### config.mk
export PLATFORM = sky130hd
export DESIGN_NAME = button_press_classifier
export DESIGN_NICKNAME = d
export VERILOG_FILES = /design/src/rtl/bpc_pkg.sv /design/src/rtl/bpc_cfg_regs.sv /design/src/rtl/bpc_core.sv /design/src/rtl/button_press_classifier.sv
export SDC_FILE = /design/constraint.sdc
export NUM_CORES = 1
export LEC_CHECK = 0
export BUFFER_PORTS_ARGS = -buffer_cell sky130_fd_sc_hd__buf_4
export CORE_AREA = 2 2 144 146
export CTS_CLUSTER_DIAMETER = 120
export CTS_CLUSTER_SIZE = 10
export DETAILED_ROUTE_END_ITERATION = 7
export DIE_AREA = 0 0 146 148
export GPL_TIMING_DRIVEN = 0
export PLACE_DENSITY = 0.6
export SYNTH_ARGS = -nofsm -noshare
export SYNTH_HDL_FRONTEND = slang
export SYNTH_SLANG_ARGS = --single-unit
### constraint.sdc
create_clock -name clk -period 6.55 [get_ports clk]
set_input_delay 0.3275 -clock clk [delete_from_list [all_inputs] [get_ports clk]]
set_output_delay 0.3275 -clock clk [all_outputs]
set_load 0.01 [all_outputs]
### src/rtl/bpc_pkg.sv
// Package for the button press classifier: event codes, counter sizing,
// register map and the configuration struct. No dependencies.
`default_nettype none

package bpc_pkg;

  // Press and gap counters; held_ticks reports at most 16 bits of them.
  localparam int COUNT_WIDTH = 16;
  localparam int HELD_WIDTH  = 16;
  localparam int CMP_WIDTH   = (COUNT_WIDTH > HELD_WIDTH) ? COUNT_WIDTH : HELD_WIDTH;

  localparam int DEBOUNCE_WIDTH = 4;
  localparam int EVENT_WIDTH    = 3;

  // Stream payload widths, padded to whole bytes.
  localparam int IN_DATA_WIDTH  = 8;
  localparam int OUT_DATA_WIDTH = 24;

  // APB register map.
  localparam int CFG_ADDR_WIDTH = 4;
  localparam int CFG_DATA_WIDTH = 32;

  typedef enum logic [1:0] {
    REG_INVERT       = 2'd0,
    REG_LONG_TICKS   = 2'd1,
    REG_DOUBLE_TICKS = 2'd2,
    REG_DEBOUNCE     = 2'd3
  } reg_idx_t;

  typedef enum logic [EVENT_WIDTH-1:0] {
    EV_NONE     = 3'd0,
    EV_PRESSED  = 3'd1,
    EV_RELEASED = 3'd2,
    EV_LONG     = 3'd3,
    EV_DOUBLE   = 3'd4
  } event_t;

  typedef struct packed {
    logic                      invert_pin;
    logic [HELD_WIDTH-1:0]     long_ticks;
    logic [HELD_WIDTH-1:0]     double_ticks;
    logic [DEBOUNCE_WIDTH-1:0] debounce_ticks;
  } cfg_t;

  typedef struct packed {
    logic [HELD_WIDTH-1:0] held_ticks;
    logic                  held_now;
    event_t                event_code;
  } result_t;

endpackage

`default_nettype wire

### src/rtl/bpc_cfg_regs.sv
// APB configuration registers of the button press classifier.
// Depends on bpc_pkg for the register map and the configuration struct.
`default_nettype none

module bpc_cfg_regs (
  input  wire logic                                clk,
  input  wire logic                                rst_n,
  input  wire logic                                psel,
  input  wire logic                                penable,
  input  wire logic                                pwrite,
  input  wire logic [bpc_pkg::CFG_ADDR_WIDTH-1:0]  paddr,
  input  wire logic [bpc_pkg::CFG_DATA_WIDTH-1:0]  pwdata,
  output logic      [bpc_pkg::CFG_DATA_WIDTH-1:0]  prdata,
  output logic                                     pready,
  output bpc_pkg::cfg_t                            cfg
);
  import bpc_pkg::*;

  cfg_t     cfg_r;
  cfg_t     cfg_nxt;
  reg_idx_t idx;
  logic     wr_en;

  assign pready = 1'b1;
  assign idx    = reg_idx_t'(paddr[3:2]);
  assign wr_en  = psel & penable & pwrite & pready;

  // Register write decode.
  always_comb begin
    cfg_nxt = cfg_r;
    if (wr_en) begin
      unique case (idx)
        REG_INVERT:       cfg_nxt.invert_pin     = pwdata[0];
        REG_LONG_TICKS:   cfg_nxt.long_ticks     = pwdata[HELD_WIDTH-1:0];
        REG_DOUBLE_TICKS: cfg_nxt.double_ticks   = pwdata[HELD_WIDTH-1:0];
        REG_DEBOUNCE:     cfg_nxt.debounce_ticks = pwdata[DEBOUNCE_WIDTH-1:0];
        default:          cfg_nxt = cfg_r;
      endcase
    end
  end

  always_ff @(posedge clk) begin
    if (!rst_n) begin
      cfg_r.invert_pin     <= 1'b1;
      cfg_r.long_ticks     <= HELD_WIDTH'(100);
      cfg_r.double_ticks   <= HELD_WIDTH'(30);
      cfg_r.debounce_ticks <= DEBOUNCE_WIDTH'(2);
    end else begin
      cfg_r <= cfg_nxt;
    end
  end

  // Read back the addressed register.
  always_comb begin
    unique case (idx)
      REG_INVERT:       prdata = CFG_DATA_WIDTH'(cfg_r.invert_pin);
      REG_LONG_TICKS:   prdata = CFG_DATA_WIDTH'(cfg_r.long_ticks);
      REG_DOUBLE_TICKS: prdata = CFG_DATA_WIDTH'(cfg_r.double_ticks);
      REG_DEBOUNCE:     prdata = CFG_DATA_WIDTH'(cfg_r.debounce_ticks);
      default:          prdata = '0;
    endcase
  end

  assign cfg = cfg_r;

endmodule

`default_nettype wire

### src/rtl/bpc_core.sv
// Debounce and classification state of the button press classifier.
// Depends on bpc_pkg; updates its state once for each sample it is told to take.
`default_nettype none

module bpc_core (
  input  wire logic             clk,
  input  wire logic             rst_n,
  input  wire logic             step,
  input  wire logic             pin_level,
  input  wire bpc_pkg::cfg_t    cfg,
  output bpc_pkg::result_t      result
);
  import bpc_pkg::*;

  localparam logic [COUNT_WIDTH-1:0] CNT_MAX = '1;

  logic                      last_level_r,   last_level_nxt;
  logic                      pressed_r,      pressed_nxt;
  logic [DEBOUNCE_WIDTH-1:0] settle_r,       settle_nxt;
  logic [COUNT_WIDTH-1:0]    press_cnt_r,    press_cnt_nxt;
  logic [COUNT_WIDTH-1:0]    gap_cnt_r,      gap_cnt_nxt;
  logic                      first_short_r,  first_short_nxt;

  logic                      lvl;
  logic                      have;
  logic [COUNT_WIDTH-1:0]    press_adv;
  logic [COUNT_WIDTH-1:0]    gap_adv;
  logic [DEBOUNCE_WIDTH-1:0] settle_dec;
  logic                      is_long;
  logic                      in_window;
  logic [CMP_WIDTH-1:0]      held_wide;
  event_t                    ev;

  assign lvl = pin_level ^ cfg.invert_pin;

  // Counters advance first and stop at their maximum.
  assign press_adv = (pressed_r && press_cnt_r != CNT_MAX) ? press_cnt_r + 1'b1 : press_cnt_r;
  assign gap_adv   = (first_short_r && gap_cnt_r != CNT_MAX) ? gap_cnt_r + 1'b1 : gap_cnt_r;

  assign settle_dec = settle_r - 1'b1;

  // A saturated press always counts as long; a saturated gap never counts as short.
  assign is_long   = (CMP_WIDTH'(press_adv) >= CMP_WIDTH'(cfg.long_ticks)) ||
                     (press_adv == CNT_MAX);
  assign in_window = first_short_r && (CMP_WIDTH'(gap_adv) < CMP_WIDTH'(cfg.double_ticks)) &&
                     (gap_adv != CNT_MAX);

  // Debounce: decide whether this sample becomes the reading.
  always_comb begin
    settle_nxt = settle_r;
    have       = 1'b0;
    if (settle_r != '0) begin
      settle_nxt = settle_dec;
      have       = (settle_dec == '0);
    end else if (lvl != last_level_r) begin
      if (cfg.debounce_ticks == '0) begin
        have = 1'b1;
      end else begin
        settle_nxt = cfg.debounce_ticks;
      end
    end else begin
      have = 1'b1;
    end
  end

  // Classify edges of the debounced reading.
  always_comb begin
    last_level_nxt  = have ? lvl : last_level_r;
    pressed_nxt     = pressed_r;
    press_cnt_nxt   = press_adv;
    gap_cnt_nxt     = gap_adv;
    first_short_nxt = first_short_r;
    ev              = EV_NONE;
    if (have && lvl && !pressed_r) begin
      pressed_nxt   = 1'b1;
      press_cnt_nxt = '0;
      ev            = EV_PRESSED;
    end else if (have && !lvl && pressed_r) begin
      pressed_nxt = 1'b0;
      if (is_long) begin
        ev = EV_LONG;
      end else if (in_window) begin
        ev              = EV_DOUBLE;
        first_short_nxt = 1'b0;
      end else begin
        ev              = EV_RELEASED;
        first_short_nxt = 1'b1;
        gap_cnt_nxt     = '0;
      end
    end
  end

  always_ff @(posedge clk) begin
    if (!rst_n) begin
      last_level_r  <= 1'b0;
      pressed_r     <= 1'b0;
      settle_r      <= '0;
      press_cnt_r   <= '0;
      gap_cnt_r     <= '0;
      first_short_r <= 1'b0;
    end else if (step) begin
      last_level_r  <= last_level_nxt;
      pressed_r     <= pressed_nxt;
      settle_r      <= settle_nxt;
      press_cnt_r   <= press_cnt_nxt;
      gap_cnt_r     <= gap_cnt_nxt;
      first_short_r <= first_short_nxt;
    end
  end

  // Held time reported while pressed, clipped to the output field.
  assign held_wide = pressed_nxt ? CMP_WIDTH'(press_cnt_nxt) : '0;

  always_comb begin
    result.event_code = ev;
    result.held_now   = pressed_nxt;
    if (held_wide > CMP_WIDTH'({HELD_WIDTH{1'b1}})) begin
      result.held_ticks = '1;
    end else begin
      result.held_ticks = held_wide[HELD_WIDTH-1:0];
    end
  end

endmodule

`default_nettype wire

### src/rtl/button_press_classifier.sv
// Button press classifier: one raw pin sample in, one event result out per request.
// Each input request is held in an input register, classified combinationally and
// placed in the output register, so a sample can be accepted on every clock while the
// output side is ready. The input register frees up while a result waits, so one
// further sample is taken during an output stall. Throughput is one sample per cycle
// while the output side is ready; the debounce and press/gap counters update once per
// sample. Thresholds are in samples. The user must write configuration over the APB
// port only while no request is open; the block itself does not enforce this.
`default_nettype none

module button_press_classifier (
  input  wire logic                                clk,
  input  wire logic                                rst_n,
  // Input stream
  input  wire logic                                in_tvalid,
  output logic                                     in_tready,
  input  wire logic [bpc_pkg::IN_DATA_WIDTH-1:0]   in_tdata,   // [0] pin_level
  // Result stream
  output logic                                     out_tvalid,
  input  wire logic                                out_tready,
  output logic      [bpc_pkg::OUT_DATA_WIDTH-1:0]  out_tdata,  // [2:0] event_code,
                                                               // [3] held_now,
                                                               // [19:4] held_ticks
  // Configuration
  input  wire logic                                cfg_psel,
  input  wire logic                                cfg_penable,
  input  wire logic                                cfg_pwrite,
  input  wire logic [bpc_pkg::CFG_ADDR_WIDTH-1:0]  cfg_paddr,
  input  wire logic [bpc_pkg::CFG_DATA_WIDTH-1:0]  cfg_pwdata,
  output logic      [bpc_pkg::CFG_DATA_WIDTH-1:0]  cfg_prdata,
  output logic                                     cfg_pready
);
  import bpc_pkg::*;

  cfg_t    cfg;
  result_t result;

  logic    in_valid_r, in_valid_nxt;
  logic    pin_r;
  logic    out_valid_r, out_valid_nxt;
  result_t out_data_r;
  logic    advance;

  bpc_cfg_regs u_cfg (
    .clk     (clk),
    .rst_n   (rst_n),
    .psel    (cfg_psel),
    .penable (cfg_penable),
    .pwrite  (cfg_pwrite),
    .paddr   (cfg_paddr),
    .pwdata  (cfg_pwdata),
    .prdata  (cfg_prdata),
    .pready  (cfg_pready),
    .cfg     (cfg)
  );

  // A held sample moves on when the output register is free or being drained.
  assign advance   = in_valid_r & (~out_valid_r | out_tready);
  assign in_tready = ~in_valid_r | advance;

  bpc_core u_core (
    .clk       (clk),
    .rst_n     (rst_n),
    .step      (advance),
    .pin_level (pin_r),
    .cfg       (cfg),
    .result    (result)
  );

  // Handshake state for both register stages.
  always_comb begin
    in_valid_nxt  = (in_tvalid & in_tready) | (in_valid_r & ~advance);
    out_valid_nxt = advance | (out_valid_r & ~out_tready);
  end

  always_ff @(posedge clk) begin
    if (!rst_n) begin
      in_valid_r  <= 1'b0;
      out_valid_r <= 1'b0;
    end else begin
      in_valid_r  <= in_valid_nxt;
      out_valid_r <= out_valid_nxt;
    end
  end

  // Payload registers.
  always_ff @(posedge clk) begin
    if (in_tvalid && in_tready) begin
      pin_r <= in_tdata[0];
    end
    if (advance) begin
      out_data_r <= result;
    end
  end

  assign out_tvalid = out_valid_r;
  assign out_tdata  = OUT_DATA_WIDTH'(out_data_r);

endmodule

`default_nettype wire

Yosys cells after proc, flatten, opt, wreduce, memory -nomap -nowiden
Index checks and enable logic that the tools add are counted.
Word-level totals
  bits in registers: 99
  latch bits: 0
  bits in writable memories: 0
  ROM bits: 0
  logic and storage cells: 98
  memories kept: 0
Operators by class
  add/sub/neg operators: 3
  multipliers: 0
  div/mod/pow operators: 0
  order comparisons: 3
  equality and inequality tests: 9
  shift-type cells: 0
  mux-type cells: 21
  bitwise logic cells: 18
  reductions and logical operators: 26
Operator list (number)
  two-way mux 16 bit: 8
  case mux 32 bit (4 select lines): 1
  inequality test 16 bit (second input constant): 3
  adder 16 x 1 -> 16 bit (second input constant): 2
  equality test 16 bit (second input constant): 1
  greater-or-equal comparator 16 bit: 1
  greater-than comparator 16 bit (second input constant): 1
  < comparator 16 bit: 1
  two-way mux 4 bit: 3
  AND reduction 2 bit: 5
  logical AND 1 bit: 9
  zero test 4 bit: 2
  two-way mux 1 bit: 7
  inverter 1 bit: 7
  bitwise AND 1 bit: 6
  equality test 2 bit (second input constant): 2
  OR 1 bit: 4
  AND reduction 4 bit: 1
  nonzero test 4 bit: 1
  subtractor 4 x 1 -> 4 bit (second input constant): 1
  two-way mux 3 bit: 1
  AND reduction 3 bit: 1
  OR reduction 3 bit: 1
  equality test 2 x 1 -> 1 bit (second input constant): 1
  other kinds (9): 10

Depth between registers and ports, before layout
Gate-level depths: netlist of run 1.
  depth in word-level cells: 10
  gate-level depth with buffers: 15
  gate-level depth less buffers: 14

By module
From an unflattened synthesis of run 1, not the netlist that was laid out.
Unflattened totals
  cells, all modules: 748
  area, all modules: 6414.9 µm²
By module, submodules not included
  bpc_core: instances 1, cells an instance 514, area an instance 3846.2 µm²
  bpc_cfg_regs: instances 1, cells an instance 199, area an instance 1800.5 µm²
  button_press_classifier: instances 1, cells an instance 35, area an instance 768.2 µm²

Least setup slack after synthesis of run 1
OpenSTA, ideal clock, no wires.
  path kind: register -> register
  start: reg u_core.press_cnt_r[1]
  end: reg u_core.gap_cnt_r[10]
  setup time: 0.114 ns
  data arrival time: 3.473 ns
  setup slack: 2.963 ns
  cell stages (with the launch flop): 16
  buffers on the path: 1
  period minus slack after synthesis: 3.587 ns
  cells stage by stage: dfxtp_1 ha_1 nand4_1 or4_1 nand3_1 or2_2 xnor2_1 ha_1 a21o_1 a21oi_1 o21ai_0 a221oi_1 o21ai_0 a211oi_4 buf_8 o21ai_2
On the way
  cells in the longest elaborated chain, start to end: 8
Ends and longest elaborated chain
  from (decl): RTL line bpc_core.sv:20  | logic [COUNT_WIDTH-1:0] press_cnt_r, press_cnt_nxt;
  from (signal assigned): RTL line bpc_core.sv:105  | press_cnt_r <= press_cnt_nxt;
  branches (longest 2 deep; another with adder 16 x 1 -> 16 bit)
  two-way mux 16 bit (*): RTL line bpc_core.sv:37  | assign press_adv = (pressed_r && press_cnt_r != CNT_MAX) ? press_cnt_r + 1'b1 : press_cnt_r;
  greater-or-equal comparator 16 bit / equality test 16 bit (equally long branches): RTL line bpc_core.sv:43, bpc_core.sv:44
  logical OR 1 bit (*): RTL line bpc_core.sv:43  | assign is_long = (CMP_WIDTH'(press_adv) >= CMP_WIDTH'(cfg.long_ticks)) ||
  two-way mux 16 bit (*): RTL line bpc_core.sv:80  | if (is_long) begin
  two-way mux 16 bit (*): RTL line bpc_core.sv:78  | end else if (have && !lvl && pressed_r) begin
  two-way mux 16 bit (*): RTL line bpc_core.sv:74  | if (have && lvl && !pressed_r) begin
  to (signal assigned): RTL line bpc_core.sv:106  | gap_cnt_r <= gap_cnt_nxt;
  to (decl): RTL line bpc_core.sv:21  | logic [COUNT_WIDTH-1:0] gap_cnt_r, gap_cnt_nxt;
Every way passes the cells marked *.
A chain may end at the register's enable or synchronous reset.

Worst setup path after layout of run 1
  start: reg u_core.press_cnt_r[1]
  end: reg u_core.gap_cnt_r[3]
Same word-level chain as after synthesis.

==> impl_metrics.ini, run 1 <==
[layout]
design_area_sq_um = 7515
nNetsFinal = 953
layout_common_cells = nand2_1, buf_4, dfxtp_1
nFillCells = 2153
syn_to_final_growth_pct = 18.18
layout-drive-gt1-share_pct = 16.88
antenna_cells = 0
post-route-util_pct = 37.50
final_common_cell = nand2_1
fin_cells = 1141

[global_routing]
grt_max_degree = 30
grt_first_pass_wirelength_um = 28950
grt_pass1_vias = 5343
grt_overflow_total = 0
track_usage_pct = 16.88
antenna_found_initial = 0

[placement]
dpl-instance-area_sq_um = 7234
dp_hpwl_um = 13880
finalWeightedCongestion = 0.9606
placement.io_buffers = 62
place_inst = 1126

[detailed_routing]
routed_wl_um = 17880
via_count = 5767
viasPerCell = 5.054
firstDrtPassIters = 7
avgRoutedWirePerCell_um = 15.67
first_iter_violations = 489
drtAntennaViolNets = 0
drc = 0

[hold_path]
hold_path_class = primary input to flip-flop
min_from = in_tdata[0]

[critical_path]
reg2reg_slack_ns = 1.99
r2r-start = u_core.press_cnt_r[1]
r2r_end = u_core.gap_cnt_r[3]
reg2regPathDepth = 14
end_kind = flip-flop
cp-start-kind = flip-flop
critPathMaxFanout = 10
setup.worst_path.start = u_core.press_cnt_r[1]
crit_end = u_core.gap_cnt_r[3]
worstPathArrival_ns = 4.81
cp_data_required_time_ns = 6.80
critPathKind = flip-flop to flip-flop

[clock_tree]
cts_tree = done
cts_setup_buffers = 0
clk_latency_ns = 0.35
cts_made_buffers = 9
clk_path_buf_depth = 2
root_buffer = clkbuf_16
htree_levels = 3
clk_pin_slew_ns = 0.07
cts.sinks = 99
cts_hold_buf = 0
cts_resized = 0

[power_and_ir_drop]
vdd_drop_max_mv = 0.1107
p_per_area_nw_per_um2 = 174.0
leakagePower_uw = 0.002928

[sta]
finalHoldViolCount = 0
rsz0062_at_grt = no
fin_crit_sh_pct = 69.62
max_slew_margin_pct = 49.77
skew_ns = 0.01243
slew_violations = 0
worst_pin_slew_ns = 0.7456
holdWs_ns = 0.1506
fmax_ghz = 0.2193
setup-tns-final_ns = 0
final-setup-viol-count = 0
fin_crit_ns = 4.560

[logic_synthesis]
yosys_warnings = 0
synth-seq-cells = 99
synth.avg_cell_area_sq_um = 8.205
synthMuxAreaShare_pct = 1.791
synthXorXnorAreaFrac_pct = 3.522
synth_compound_area_share_pct = 19.44
synth_area_sq_um = 6359
yosys.area_share.adder_pct = 6.887
ys_types = 80
seq_area_frac_synth_pct = 34.47
synth-edff-count = 21
synthArstFlopShare_pct = 0
synthFlopType = dfxtp_1
synthSimpleGateAreaFrac_pct = 24.60
synthCells = 775
synth_top_family_by_area = simple AND/OR/NAND/NOR gates

[floorplanning]
die_y_um = 148
io_pins = 110
die_w_um = 146
dieArea_sq_um = 21610
rows = 52
core_area_sq_um = 20040
start_util_pct = 31.73

[job]
maxCapViolations = 0

[outcome]
status = complete, no violations
## where the power goes
part	internal [uW]	leakage [uW]	switching (uW)	total [uW]
Combinational	57.9	0.00196	93.8	152
Sequential	635	0.000821	7.47	643
Clock	279	0.000142	234	513
## cell type report
class / instances / area (sq um) / share of cell area (%)
inverters: 44 / 165.2 / 2.198
flip-flops and latches: 99 / 2192 / 29.17
multi-input cells: 579 / 3655 / 48.63
clock buffers: 12 / 257.7 / 3.430
repair buffers: 62 / 465.4 / 6.194
clock inverters: 3 / 22.52 / 0.2997
well taps: 270 / 337.8 / 4.496
plain buffers: 72 / 419.2 / 5.578
## cells in the mapped netlist, drive strengths merged, types with 7 or more instances
cell type | number | area [sq um]
ha | 35 | 437.9
nand2 | 131 | 499.2
dfxtp | 78 | 1562
buf | 40 | 285.3
a21o | 11 | 82.58
a21oi | 57 | 285.3
o21ai | 32 | 197.7
nor4 | 11 | 75.07
nor2 | 47 | 176.4
edfxtp | 21 | 630.6
and3 | 15 | 95.09
o211ai | 9 | 67.56
nor3 | 13 | 70.07
a211oi | 10 | 87.58
nor2b | 11 | 68.82
clkbuf | 30 | 112.6
and2 | 7 | 45.05
mux2i | 8 | 80.08
xnor2 | 19 | 166.4
and4 | 10 | 87.58
nand3 | 25 | 130.1
a22o | 15 | 131.4
nand4 | 18 | 131.4
inv | 44 | 165.2
## sequential cells by signal (all words and copies together) (netlist names), 4 cells and up
register,cells
u_core.press_cnt_r,16
u_cfg.cfg,37
u_core.settle_r,4
out_tdata,20
u_core.gap_cnt_r,16
## cell families after synthesis
family | after synthesis
multiplexers | 10
XOR/XNOR | 24
buffers and inverters | 116
AND/OR/NAND/NOR | 311
flip-flops | 99
adder cells (fa/ha/maj) | 35
AO/OA/AOI/OAI | 178
other | 2
## worst min path at each step
stage / to / cells past startpoint
4_1_cts: pin_r / 1
5_1_grt: pin_r / 1
3_3_place_gp: u_core.last_level_r / 1
6_report: pin_r / 1
3_5_place_dp: u_cfg.cfg[14] / 2
2_1_floorplan: pin_r / 0
## routing by layer
metal	track usage, %	share of wire (%)	wire length [um]
met5	0	0	0
met1	23.21	48	8492
met3	4.012	5.8	1043
met4	4.757	2.2	395
met2	26.53	44	7944
## metrics by stage
stage	setup slack (ns)	power, uW
finish	1.990	1308
CTS	2.051	1321
floorplan	2.963	748.0
global route	1.597	1363
global placement	2.053	808.3
detailed placement	2.076	808.4
## critical path: stages (launching register included)
cell and delay (ns):
dfxtp_1 0.44, ha_1 0.32, nand4_1 0.30, nor4_2 0.46
nor2_1 0.27, nand3_1 0.17, xnor2_1 0.23, ha_1 0.32
a2111oi_0 0.36, o21ai_0 0.16, a221oi_1 0.30, o21ai_0 0.34
a211oi_4 0.49, buf_8 0.22, o21ai_2 0.07
(Power assumes the default switching activity.)
==> run 2: changes to the inputs <==
--- a/config.mk
+++ b/config.mk
@@ -5,6 +5,7 @@
 export SDC_FILE = /design/constraint.sdc
 export NUM_CORES = 1
 export LEC_CHECK = 0
+export ABC_AREA = 1
 export BUFFER_PORTS_ARGS = -buffer_cell sky130_fd_sc_hd__buf_4
 export CORE_AREA = 2 2 144 146
 export CTS_CLUSTER_DIAMETER = 120
@@ -12,7 +13,7 @@
 export DETAILED_ROUTE_END_ITERATION = 7
 export DIE_AREA = 0 0 146 148
 export GPL_TIMING_DRIVEN = 0
-export PLACE_DENSITY = 0.6
+export PLACE_DENSITY = 0.62
 export SYNTH_ARGS = -nofsm -noshare
 export SYNTH_HDL_FRONTEND = slang
 export SYNTH_SLANG_ARGS = --single-unit
==> constraint.sdc (replaced) <==
create_clock -name clk -period 3.8 [get_ports clk]
set_input_delay 0.19 -clock clk [delete_from_list [all_inputs] [get_ports clk]]
set_output_delay 0.19 -clock clk [all_outputs]
set_load 0.01 [all_outputs]
==> run 2 against run 1 <==
Effect of this change: non-clock buffer count shrank 20; sequential share of layout area rose by 0.080 points; sequential power rose by 77%; fmax up 31%; synthesized area is 1.3% lower; clock skew is 0.00057 ns lower; design area decreased by 0.22%; routed wire length decreased by 4.7%; critical path depth increased by 10; final cell count increased by 11%; flip-flop and latch count unchanged; clock-buffer cell count down 1; largest power group unchanged.
==> impl_metrics.ini, run 2 <==
[critical_path]
reg2regPathDepth = 24
cpPeakStageDelay_ns = 0.40
cp_data_required_time_ns = 4.01
cp-start-kind = flip-flop
critPathMaxFanout = 10
cp_slowest_cell = dfxtp_1
reg2reg_slack_ns = 0.32
worstPathArrival_ns = 3.69
path_cells = ha_2, nand3_2, inv_2, nand2_2, inv_2, nand2_2, nand2_4, inv_4, buf_6, nand2_1, nand2_1, inv_1, ha_1, a21oi_1, o21ai_0, nand2_1, o311ai_0, a211oi_1, nand3_2, inv_2, nand2_4, buf_12, nand2_2, a21oi_2
end_kind = flip-flop
critPathKind = flip-flop to flip-flop

[detailed_routing]
dr_wl_met2_um = 6768
via_count = 5907
firstDrtPassIters = 5
dr_wl_met3_um = 1096
routed_wl_um = 17030
drtAntennaViolNets = 0
met1_length_um = 8914
drc = 0
first_iter_violations = 423
top_layer_used = met4
avgRoutedWirePerCell_um = 13.43
viasPerCell = 4.659

[floorplanning]
dieArea_sq_um = 21610
io_pins = 110
die_y_um = 148
core_area_sq_um = 20040
start_util_pct = 31.32
die_w_um = 146
rows = 52

[global_routing]
grt_pass1_vias = 5336
grt_max_degree = 19
antenna_found_initial = 0
track_usage_pct = 15.89
grt_overflow_total = 0
grt_first_pass_wirelength_um = 27570

[layout]
layout-drive-gt1-share_pct = 15.33
final_common_cell = nand2_1
largest_register_ffs = 37
layout_common_cells = nand2_1, inv_1, nor2_1
nNetsFinal = 1079
syn_to_final_growth_pct = 19.45
antenna_cells = 0

[logic_synthesis]
yosys_warnings = 0
synthCells = 899
synth_area_sq_um = 6277
seq_area_frac_synth_pct = 34.92
synthArstFlopShare_pct = 0
synth-seq-cells = 99
synth_area_leaders = dfxtp_1, nand2_1, edfxtp_1, inv_1, ha_1
synth_top_cell_area_share_pct = 24.88
synth-edff-count = 21
yosys-top-cells-count = nand2_1, inv_1, nor2_1
synth.most_common_cell = nand2_1
ys_types = 39
synth_largest_area_cell = dfxtp_1
synthFlopType = dfxtp_1
synth.avg_cell_area_sq_um = 6.983

[power_and_ir_drop]
p_per_area_nw_per_um2 = 341.4
leakagePower_uw = 0.003346
total_power_uw = 2560
vdd_drop_max_mv = 0.2062

[job]
maxCapViolations = 0

[sta]
final-setup-viol-count = 0
fin_crit_sh_pct = 91.52
fin_crit_ns = 3.478
fmax_ghz = 0.2875
slew_violations = 0
rsz0062_at_grt = no
worst_pin_slew_ns = 0.8429
setup-tns-final_ns = 0
finalHoldViolCount = 0
skew_ns = 0.01186
max_slew_margin_pct = 43.81

[clock_tree]
cts.sinks = 99
cts_made_buffers = 9
clk_path_buf_depth = 2
root_buffer = clkbuf_16
cts_tree = done
clk_pin_slew_ns = 0.07
clk_latency_ns = 0.36
cts_setup_buffers = 0
htree_levels = 3

[hold_path]
hold_path_depth = 3
hold_path_class = primary input to flip-flop

[outcome]
status = complete, no violations

[placement]
placement.io_buffers = 62
dp_hpwl_um = 13300
finalWeightedCongestion = 0.9427
==> run 2: worst paths after layout <==
kind	endpoint	startpoint
min	u_cfg.cfg[1]	cfg_pwdata[1]
min reg2reg	out_tvalid	in_valid_r
max reg2reg	u_core.gap_cnt_r[15]	u_core.press_cnt_r[1]
max	u_core.gap_cnt_r[15]	u_core.press_cnt_r[1]
==> run 2: power breakdown <==
group          internal, uW  switching (uW)  total, uW
registers              1110            28.7       1140
clock network           582             429       1010
logic                   150             258        408
total                  1840             716       2560
==> run 2: per-stage QoR <==
step	cell area, sq um	hold WS [ns]	instances	util, %	worst slack, ns
2_1_floorplan	6349	0.2889	918	-	0.8576
3_3_place_gp	7152	0.3695	1250	35.69	0.2886
3_5_place_dp	7167	0.3694	1251	35.76	0.2656
4_1_cts	7495	0.07496	1268	37.40	0.2551
5_1_grt	7498	0.08622	1268	37.42	0.02433
6_report	7498	0.08538	1268	37.42	0.3221
==> run 2: routing by layer <==
metal	vias to the layer above	global-route usage, %
met3	16	2.654
met5	-	0
li1	3056	-
met2	160	22.59
met1	2675	24.28
met4	0	4.951
==> run 2: timing repair <==
action | 4_1_cts | 5_1_grt
hold buffers | 1 | 0
resized for setup | 0 | 2
endpoints found under the hold margin | 1 | 0
setup endpoints to repair | 0 | 10
==> run 2: critical path, delay by kind of cell, from the launching register on <==
kind                       cells  cell delay, ns
DFF                            1            0.40
adders and majority gates      2            0.50
buffers and inverters          7            0.71
and+or+nand+nor               10            0.91
AOI/OAI and AO/OA              5            0.82
==> run 2: kinds of logic after synthesis <==
| logic type | count (synthesis) | share of synthesized area [%] |
|---|---|---|
| AOI/OAI and AO/OA | 171 | 15.47 |
| xor gates and xnor gates | 24 | 3.349 |
| adders and majority gates | 35 | 6.976 |
| buffers and inverters | 179 | 12.66 |
| DFF | 99 | 34.92 |
| other | 2 | 0.1196 |
| and+or+nand+nor | 389 | 26.51 |
==> run 2: final cells by class <==
| class | instances | area [sq um] |
|---|---|---|
| fill | 2151 | 12540 |
| multi-input combinational | 640 | 3364 |
| sequential | 99 | 2193 |
| timing repair buffer | 64 | 490.5 |
| inverter | 129 | 489.2 |
| tap | 270 | 337.8 |
| buffer | 50 | 305.3 |
| clock buffer | 11 | 232.7 |
| clock inverter | 5 | 85.08 |
